### src/rtl/core/urav_pkg.sv
// Package with the word types, widths and codes of the ultrasonic ranger.
`timescale 1ns / 1ps
`default_nettype none

package urav_pkg;

    localparam int DIST_W    = 22;
    localparam int CFG_W     = 16;
    localparam int CFG_IDX_W = 1;
    localparam int PROD_W    = 30;
    localparam int RAW_LSB   = 8;

    localparam logic [PROD_W-1:0] SCALE_NUM     = 30'd11509;
    localparam logic [CFG_W-1:0]  TRIG_LEN_RST  = 16'd1000;
    localparam logic [CFG_W-1:0]  TICK_DIV_RST  = 16'd1024;

    typedef enum logic [CFG_IDX_W-1:0] {
        CFG_TRIGGER_CYCLES = 1'b0,
        CFG_TICK_DIVIDER   = 1'b1
    } cfg_reg_t;

    typedef enum logic [1:0] {
        PH_IDLE  = 2'd0,
        PH_TRIG  = 2'd1,
        PH_WAIT  = 2'd2,
        PH_COUNT = 2'd3
    } phase_t;

    typedef struct packed {
        logic start_req;
        logic echo_level;
    } in_word_t;

    typedef struct packed {
        logic              trig_level;
        logic              done_res;
        logic [DIST_W-1:0] distance_raw;
        logic [DIST_W-1:0] distance_avg;
        logic              busy_res;
    } out_word_t;

    typedef struct packed {
        logic              trig;
        logic              done;
        logic              busy;
        logic [DIST_W-1:0] raw;
    } meas_t;

endpackage

`default_nettype wire

### src/rtl/core/urav_echo.sv
// Measurement sequencer: trigger pulse, echo wait and prescaled tick counting.
`timescale 1ns / 1ps
`default_nettype none

module urav_echo #(
    parameter int TICK_WIDTH = 16
) (
    input  logic                        clk,
    input  logic                        rst_n,
    input  logic                        step,
    input  logic                        start_req,
    input  logic                        echo_level,
    input  logic [urav_pkg::CFG_W-1:0]  trig_len,
    input  logic [urav_pkg::CFG_W-1:0]  tick_div,
    output urav_pkg::meas_t             meas
);
    import urav_pkg::*;

    localparam logic [TICK_WIDTH-1:0] TICK_MAX = {TICK_WIDTH{1'b1}};

    phase_t              phase_reg, phase_next, phase_eff;
    logic [CFG_W-1:0]    phase_cnt_reg, phase_cnt_next;
    logic [CFG_W-1:0]    pre_cnt_reg, pre_cnt_next;
    logic [TICK_WIDTH-1:0] ticks_reg, ticks_next;
    logic [PROD_W-1:0]   prod_reg, prod_next;

    logic [CFG_W-1:0]    trig_len_eff, tick_div_eff;
    logic [CFG_W-1:0]    phase_cnt_inc, pre_base, pre_inc;
    logic [TICK_WIDTH-1:0] ticks_base;
    logic [PROD_W-1:0]   prod_base;
    logic                tick_hit;

    assign trig_len_eff = (trig_len == '0) ? CFG_W'(1) : trig_len;
    assign tick_div_eff = (tick_div == '0) ? CFG_W'(1) : tick_div;

    assign phase_eff = (phase_reg == PH_IDLE && start_req) ? PH_TRIG : phase_reg;

    // Entering the count phase restarts the prescaler and the tick count.
    assign pre_base   = (phase_eff == PH_WAIT) ? '0 : pre_cnt_reg;
    assign ticks_base = (phase_eff == PH_WAIT) ? '0 : ticks_reg;
    assign prod_base  = (phase_eff == PH_WAIT) ? '0 : prod_reg;

    assign phase_cnt_inc = phase_cnt_reg + CFG_W'(1);
    assign pre_inc       = pre_base + CFG_W'(1);
    assign tick_hit      = (pre_inc >= tick_div_eff) || (pre_inc == '0);

    always_comb
    begin
        phase_next     = phase_eff;
        phase_cnt_next = (phase_reg == PH_IDLE && start_req) ? '0 : phase_cnt_reg;
        pre_cnt_next   = pre_cnt_reg;
        ticks_next     = ticks_reg;
        prod_next      = prod_reg;
        case (phase_eff)
            PH_TRIG:
            begin
                if (phase_cnt_inc >= trig_len_eff || phase_cnt_inc == '0)
                begin
                    phase_next     = PH_WAIT;
                    phase_cnt_next = '0;
                end
                else
                begin
                    phase_cnt_next = phase_cnt_inc;
                end
            end
            PH_WAIT, PH_COUNT:
            begin
                if (echo_level)
                begin
                    phase_next   = PH_COUNT;
                    pre_cnt_next = tick_hit ? '0 : pre_inc;
                    ticks_next   = ticks_base;
                    prod_next    = prod_base;
                    if (tick_hit && ticks_base != TICK_MAX)
                    begin
                        ticks_next = ticks_base + TICK_WIDTH'(1);
                        prod_next  = prod_base + SCALE_NUM;
                    end
                end
                else if (phase_eff == PH_COUNT)
                begin
                    phase_next     = PH_IDLE;
                    phase_cnt_next = '0;
                    pre_cnt_next   = '0;
                end
            end
            default:
            begin
                phase_next = phase_eff;
            end
        endcase
    end

    always_comb
    begin
        meas.trig = (phase_eff == PH_TRIG);
        meas.done = (phase_eff == PH_COUNT) && !echo_level;
        meas.busy = (phase_next != PH_IDLE);
        meas.raw  = meas.done ? prod_reg[PROD_W-1:RAW_LSB] : '0;
    end

    always_ff @(posedge clk or negedge rst_n)
    begin
        if (!rst_n)
        begin
            phase_reg     <= PH_IDLE;
            phase_cnt_reg <= '0;
            pre_cnt_reg   <= '0;
            ticks_reg     <= '0;
            prod_reg      <= '0;
        end
        else if (step)
        begin
            phase_reg     <= phase_next;
            phase_cnt_reg <= phase_cnt_next;
            pre_cnt_reg   <= pre_cnt_next;
            ticks_reg     <= ticks_next;
            prod_reg      <= prod_next;
        end
    end

endmodule

`default_nettype wire

### src/rtl/core/urav_avg.sv
// Sample ring with a running sum kept one entry ahead of the next write.
`timescale 1ns / 1ps
`default_nettype none

module urav_avg #(
    parameter int RING_SIZE = 5
) (
    input  logic                                           clk,
    input  logic                                           rst_n,
    input  logic                                           push,
    input  logic [urav_pkg::DIST_W-1:0]                    raw,
    output logic [urav_pkg::DIST_W+$clog2(RING_SIZE)-1:0]  sum_new,
    output logic                                           full
);
    import urav_pkg::*;

    localparam int SUM_W = DIST_W + $clog2(RING_SIZE);
    localparam int IDX_W = $clog2(RING_SIZE);
    localparam int CNT_W = $clog2(RING_SIZE + 1);

    logic [DIST_W-1:0] ring_reg [RING_SIZE];
    logic [IDX_W-1:0]  idx_reg;
    logic [CNT_W-1:0]  count_reg, count_next;
    // Sum of the ring minus the entry that the next push replaces.
    logic [SUM_W-1:0]  part_reg;

    logic [IDX_W-1:0]  next1, next2;

    assign next1 = (idx_reg == IDX_W'(RING_SIZE - 1)) ? '0 : idx_reg + IDX_W'(1);
    assign next2 = (next1 == IDX_W'(RING_SIZE - 1)) ? '0 : next1 + IDX_W'(1);

    assign sum_new    = part_reg + {{(SUM_W-DIST_W){1'b0}}, raw};
    assign count_next = (count_reg == CNT_W'(RING_SIZE)) ? count_reg
                                                          : count_reg + CNT_W'(1);
    assign full       = (count_next == CNT_W'(RING_SIZE));

    always_ff @(posedge clk or negedge rst_n)
    begin
        if (!rst_n)
        begin
            for (int i = 0; i < RING_SIZE; i++)
            begin
                ring_reg[i] <= '0;
            end
            idx_reg   <= '0;
            count_reg <= '0;
            part_reg  <= '0;
        end
        else if (push)
        begin
            ring_reg[next1] <= raw;
            idx_reg         <= next1;
            count_reg       <= count_next;
            part_reg        <= sum_new - {{(SUM_W-DIST_W){1'b0}}, ring_reg[next2]};
        end
    end

endmodule

`default_nettype wire

### src/rtl/core/ultrasonic_ranger_avg.sv
// A word accepted at an edge is registered into stage one, then into the output register.
// Throughput: one word per cycle while in_ready is high; the sequencer and ring update in
// the first stage, the divide-by-ring-size multiply in the second.
// Reset: asynchronous and active low; it clears the phase, counters, ring,
// average and the valid flags of both stages, and loads the register reset values.
`timescale 1ns / 1ps
`default_nettype none

module ultrasonic_ranger_avg #(
    parameter int RING_SIZE  = 5,
    parameter int TICK_WIDTH = 16
) (
    input  logic                            clk,
    input  logic                            rst_n,
    input  logic                            in_valid,
    output logic                            in_ready,
    input  urav_pkg::in_word_t              in_data,
    output logic                            out_valid,
    input  logic                            out_ready,
    output urav_pkg::out_word_t             out_data,
    input  logic                            cfg_we,
    input  logic [urav_pkg::CFG_IDX_W-1:0]  cfg_index,
    input  logic [urav_pkg::CFG_W-1:0]      cfg_data
);
    import urav_pkg::*;

    localparam int SUM_W  = DIST_W + $clog2(RING_SIZE);
    localparam int DIV_SH = SUM_W + $clog2(RING_SIZE);
    localparam int MUL_W  = SUM_W + 1;
    localparam logic [63:0] DIV_M = ((64'd1 << DIV_SH) + RING_SIZE - 1) / RING_SIZE;
    localparam logic [MUL_W-1:0] DIV_M_C = DIV_M[MUL_W-1:0];

    logic [CFG_W-1:0] trig_len_reg, tick_div_reg;

    logic              accept, out_load;
    meas_t             meas;
    logic [SUM_W-1:0]  sum_new;
    logic              full;

    logic              s1_valid_reg;
    meas_t             s1_meas_reg;
    logic [SUM_W-1:0]  s1_sum_reg;
    logic              s1_full_reg;

    logic              out_valid_reg;
    out_word_t         out_data_reg, out_data_next;
    logic [DIST_W-1:0] last_avg_reg, avg_next;

    logic [SUM_W+MUL_W-1:0] div_prod;
    logic [DIST_W-1:0]      quot;

    always_ff @(posedge clk or negedge rst_n)
    begin
        if (!rst_n)
        begin
            trig_len_reg <= TRIG_LEN_RST;
            tick_div_reg <= TICK_DIV_RST;
        end
        else if (cfg_we)
        begin
            case (cfg_reg_t'(cfg_index))
                CFG_TRIGGER_CYCLES: trig_len_reg <= cfg_data;
                CFG_TICK_DIVIDER:   tick_div_reg <= cfg_data;
                default:            trig_len_reg <= trig_len_reg;
            endcase
        end
    end

    assign out_load = !out_valid_reg || out_ready;
    assign in_ready = !s1_valid_reg || out_load;
    assign accept   = in_valid && in_ready;

    urav_echo #(
        .TICK_WIDTH (TICK_WIDTH)
    ) u_echo (
        .clk        (clk),
        .rst_n      (rst_n),
        .step       (accept),
        .start_req  (in_data.start_req),
        .echo_level (in_data.echo_level),
        .trig_len   (trig_len_reg),
        .tick_div   (tick_div_reg),
        .meas       (meas)
    );

    urav_avg #(
        .RING_SIZE (RING_SIZE)
    ) u_avg (
        .clk     (clk),
        .rst_n   (rst_n),
        .push    (accept && meas.done),
        .raw     (meas.raw),
        .sum_new (sum_new),
        .full    (full)
    );

    always_ff @(posedge clk or negedge rst_n)
    begin
        if (!rst_n)
        begin
            s1_valid_reg <= 1'b0;
        end
        else if (accept)
        begin
            s1_valid_reg <= 1'b1;
        end
        else if (out_load)
        begin
            s1_valid_reg <= 1'b0;
        end
    end

    always_ff @(posedge clk)
    begin
        if (accept)
        begin
            s1_meas_reg <= meas;
            s1_sum_reg  <= sum_new;
            s1_full_reg <= full;
        end
    end

    // Division by the ring size as a multiply by its scaled reciprocal.
    assign div_prod = {{MUL_W{1'b0}}, s1_sum_reg} * {{SUM_W{1'b0}}, DIV_M_C};
    assign quot     = div_prod[DIV_SH +: DIST_W];

    always_comb
    begin
        if (s1_meas_reg.done)
        begin
            avg_next = s1_full_reg ? quot : s1_meas_reg.raw;
        end
        else
        begin
            avg_next = last_avg_reg;
        end
        out_data_next.trig_level   = s1_meas_reg.trig;
        out_data_next.done_res     = s1_meas_reg.done;
        out_data_next.distance_raw = s1_meas_reg.raw;
        out_data_next.distance_avg = avg_next;
        out_data_next.busy_res     = s1_meas_reg.busy;
    end

    always_ff @(posedge clk or negedge rst_n)
    begin
        if (!rst_n)
        begin
            out_valid_reg <= 1'b0;
            last_avg_reg  <= '0;
        end
        else if (out_load)
        begin
            out_valid_reg <= s1_valid_reg;
            if (s1_valid_reg)
            begin
                last_avg_reg <= avg_next;
            end
        end
    end

    always_ff @(posedge clk)
    begin
        if (out_load && s1_valid_reg)
        begin
            out_data_reg <= out_data_next;
        end
    end

    assign out_valid = out_valid_reg;
    assign out_data  = out_data_reg;

endmodule

`default_nettype wire

### config.mk
export PLATFORM = sky130hd
export DESIGN_NAME = ultrasonic_ranger_avg
export DESIGN_NICKNAME = d
export VERILOG_FILES = /design/src/rtl/core/urav_pkg.sv /design/src/rtl/core/urav_echo.sv /design/src/rtl/core/urav_avg.sv /design/src/rtl/core/ultrasonic_ranger_avg.sv
export SDC_FILE = /design/constraint.sdc
export NUM_CORES = 1
export LEC_CHECK = 0
export BUFFER_PORTS_ARGS = -buffer_cell sky130_fd_sc_hd__buf_2
export CAP_MARGIN = 10
export CORE_MARGIN = 2
export CORE_UTILIZATION = 45
export CTS_CLUSTER_SIZE = 12
export DETAILED_ROUTE_END_ITERATION = 10
export PLACE_DENSITY_LB_ADDON = 0.1
export RECOVER_POWER = 50
export SLEW_MARGIN = 20
export SYNTH_ARGS = -nofsm -noshare
export SYNTH_HDL_FRONTEND = slang
export SYNTH_SLANG_ARGS = --single-unit
export TNS_END_PERCENT = 10
### constraint.sdc
create_clock -name clk -period 6.7 [get_ports clk]
set_clock_uncertainty 0.2 [all_clocks]
set_input_delay 0.67 -clock clk [delete_from_list [all_inputs] [get_ports clk]]
set_output_delay 0.67 -clock clk [all_outputs]
set_load 0.02 [all_outputs]
==> reports/metrics.csv <==
stage,metric,value,unit
global_route,vias in the first global route,22982,
min_path,hold crit path type,in2reg,
worst_setup_path,FF-to-FF End,out_data[22],
sta,Hold Slack,0.1370,ns
finish,filler cell count,5865,
die,count of standard-cell rows,94,
drt,WL/cell,19.00,µm
yosys,"count leader, synth",inv_1,
die,num ports,73,
yosys,number of synthesized register bits,375,
die,Die ar.,68500,µm²
yosys,Syn Nets,3630,
run_status,failing checks,"max-capacitance violations, max-slew violations, negative setup slack",
clocking,clk sinks,375,
drt,Final ANT Viol Nets,0,
yosys,post-synth top area share,0.2260,
drt,via-per-instance ratio,5.240,
clocking,H-tree levels,2,
min_path,min-delay src,cfg_data[1],
worst_setup_path,worst-path fanout max,5,
clocking,CTS tree,built,
worst_setup_path,"Arr. time, crit path",6.82,ns
yosys,"area leader, netlist",dfrtp_1,
min_path,hold path depth,3,
min_path,hold path endpoint,trig_len_reg[1],
drt,initial drt markers,1331,
sta,final hold vios,0,
yosys,prevailing post-synth register cell,dfrtp_1,
yosys,sequential fraction of the synthesis area,0.3306,
place,hpwl dp,62910,µm
drt,Remaining DRCs,0,
place,I/O Buffers,72,
global_route,global-route wire length before repair,127100,µm
sta,period utilization,1.007,
sta,Setup-failing EPs final,8,
yosys,Yosys warnings,0,
clocking,Max Root-Sink Buffers,3,
yosys,"Distinct cells, synth",82,
sta,Pins Over Slew Limit,116,
finish,multi-input logic area,18600,µm²
die,Starting Density,0.4546,
sta,min cycle time layout,6.748,ns
worst_setup_path,Worst Setup Start Kind,flop,
place,gp weighted congestion,0.9039,
sta,highest clock rate,148.2,MHz
yosys,number of flops mapped to enable cells by yosys,98,
place,Cells after DPL,4080,
drt,Vias,21972,
sta,Worst Max-Slew Pin Slew,3.025,ns
yosys,ys async rst share,0.7387,
worst_setup_path,"reg-to-reg slack, setup",-0.05,ns
finish,final instance area,34990,µm²
worst_setup_path,critical path class,reg2reg,
drt,iteration count of the initial detailed-routing pass,5,
job,Max Cap Viol,1,
finish,share of layout cells above drive strength 1,0.1670,
finish,NumNets Final,3897,
place,Placed Area,32620,µm²
yosys,syn_area_per_cell,9.868,µm²
global_route,GR Util All Layers,0.2398,
worst_setup_path,R2R cell count,27,
sta,max_slew headroom,-1.017,
finish,"Cell Count, Final, Fillers Out",4193,
global_route,initial antenna violation count,3,
worst_setup_path,Worst Path Required,6.77,ns
die,Die Wd,261.7,µm
run_status,outcome,finished with violations,
sta,RSZ-0062 raised after global routing,yes,
global_route,largest net degree at the start of global routing,163,
clocking,clk root buf,clkbuf_16,
yosys,Mapped Area,29890,µm²
die,DIE HEIGHT,261.7,µm
worst_setup_path,r2r startpoint,s1_sum_reg[7],
drt,drt total wl,79660,µm
clocking,cts bufs inserted,43,
die,core area,65750,µm²
place,DP Worst Slack,-0.4730,ns
yosys,Mapped Cells,3029,
finish,Sequential Area,9883,µm²
yosys,top post-synthesis cells by area,"dfrtp_1 23%, fa_1 15%, ha_1 14%",
finish,area grow syn2layout,17.07,%
sta,"crit path setup slack, layout",-0.04801,ns
global_route,remaining global-route overflow,0,
yosys,synth cell count leaders,"481 x inv_1, 380 x nand2_1, 346 x ha_1, 270 x dfrtp_1, 231 x fa_1",
worst_setup_path,Worst setup EP type,flop,
clocking,"Clk Latency, worst-skew pair",0.55,ns
finish,ANT cells,0,
clocking,Clock Pin Slew Worst Setup and Hold Paths,0.06,ns
finish,max FFs per register,110,
-- per-layer routing --
metal,vias up,track usage,wire length [µm]
li1,10685,-,-
met4,6,0.06439,2217
met3,115,0.03819,3271
met5,-,0,37
met2,363,0.4134,39260
met1,10803,0.3139,34880
-- area by class of cell --
| cell class | instances | area share |
|---|---|---|
| clock buffer | 63 | 0.03550 |
| timing repair buffer | 318 | 0.06439 |
| inverter | 482 | 0.05191 |
| tap | 864 | 0.03089 |
| sequential | 375 | 0.2824 |
| clock inverter | 15 | 0.003361 |
| multi-input combinational | 2076 | 0.5315 |
-- cell usage in the layout, fill, tap and decap left out, types with 41 or more instances in the layout --
cell type  count
a21o_1        53
a21oi_1      142
buf_2         71
buf_4        234
clkbuf_16     44
dfrtp_1      270
edfxtp_1      98
fa_1         221
ha_1         310
inv_1        468
nand2_1      374
nand3_1       41
nor2_1        76
o21ai_0      202
xnor2_1       94
xor2_1        44
-- worst max path at each step --
stage	startpoint	endpoint	cells after the start
2_1_floorplan	s1_sum_reg[4]	out_data[16]	24
3_3_place_gp	s1_sum_reg[13]	out_data[22]	25
6_report	s1_sum_reg[7]	out_data[22]	27
4_1_cts	s1_sum_reg[7]	out_data[16]	26
5_1_grt	s1_sum_reg[10]	out_data[20]	23
3_5_place_dp	s1_sum_reg[10]	out_data[22]	26
-- cell families (layout without fill, tap and decap cells) --
family / after synthesis / count (layout) / synth area share
AO/OA/AOI/OAI: 591 / 591 / 0.1202
XOR/XNOR: 143 / 143 / 0.04190
adder cells (fa/ha/maj): 577 / 577 / 0.2995
buffers and inverters: 578 / 878 / 0.07375
flip-flops: 375 / 375 / 0.3306
multiplexers: 65 / 65 / 0.02277
AND/OR/NAND/NOR: 700 / 700 / 0.1112
-- per-stage QoR --
step,util,setup TNS [ns]
global placement,0.4961,-6.146
floorplan,-,0
finish,0.5323,-0.2483
detailed placement,0.4962,-7.736
CTS,0.5297,-0.1161
global route,0.5323,-4.313
-- critical path, cell delays in order, from the launching register on --
cell and delay, ns:
edfxtp_1 0.51, ha_4 0.27, buf_4 0.15, fa_1 0.53, inv_1 0.05, fa_1 0.47, inv_1 0.07, ha_1 0.13
inv_1 0.05, fa_1 0.53, inv_1 0.05, fa_1 0.49, inv_1 0.06, fa_1 0.55, inv_1 0.09, ha_4 0.27
a21oi_1 0.12, o21ai_0 0.09, a221oi_1 0.30, buf_4 0.20, nand3_4 0.09, a41oi_4 0.29, o31ai_2 0.10, buf_4 0.18
a31oi_4 0.18, xnor2_2 0.14, mux2i_2 0.22, a21oi_1 0.09
-- what timing repair did --
item	CTS	global route
hold buffers	0	0
gates cloned	0	0
buffers inserted	34	4
pin swaps	89	73
gates resized for setup	97	45
endpoints found under the setup margin	34	35
Power is not shown: default switching activity piles up to over one toggle a cycle in this logic, so the estimate is an artifact.
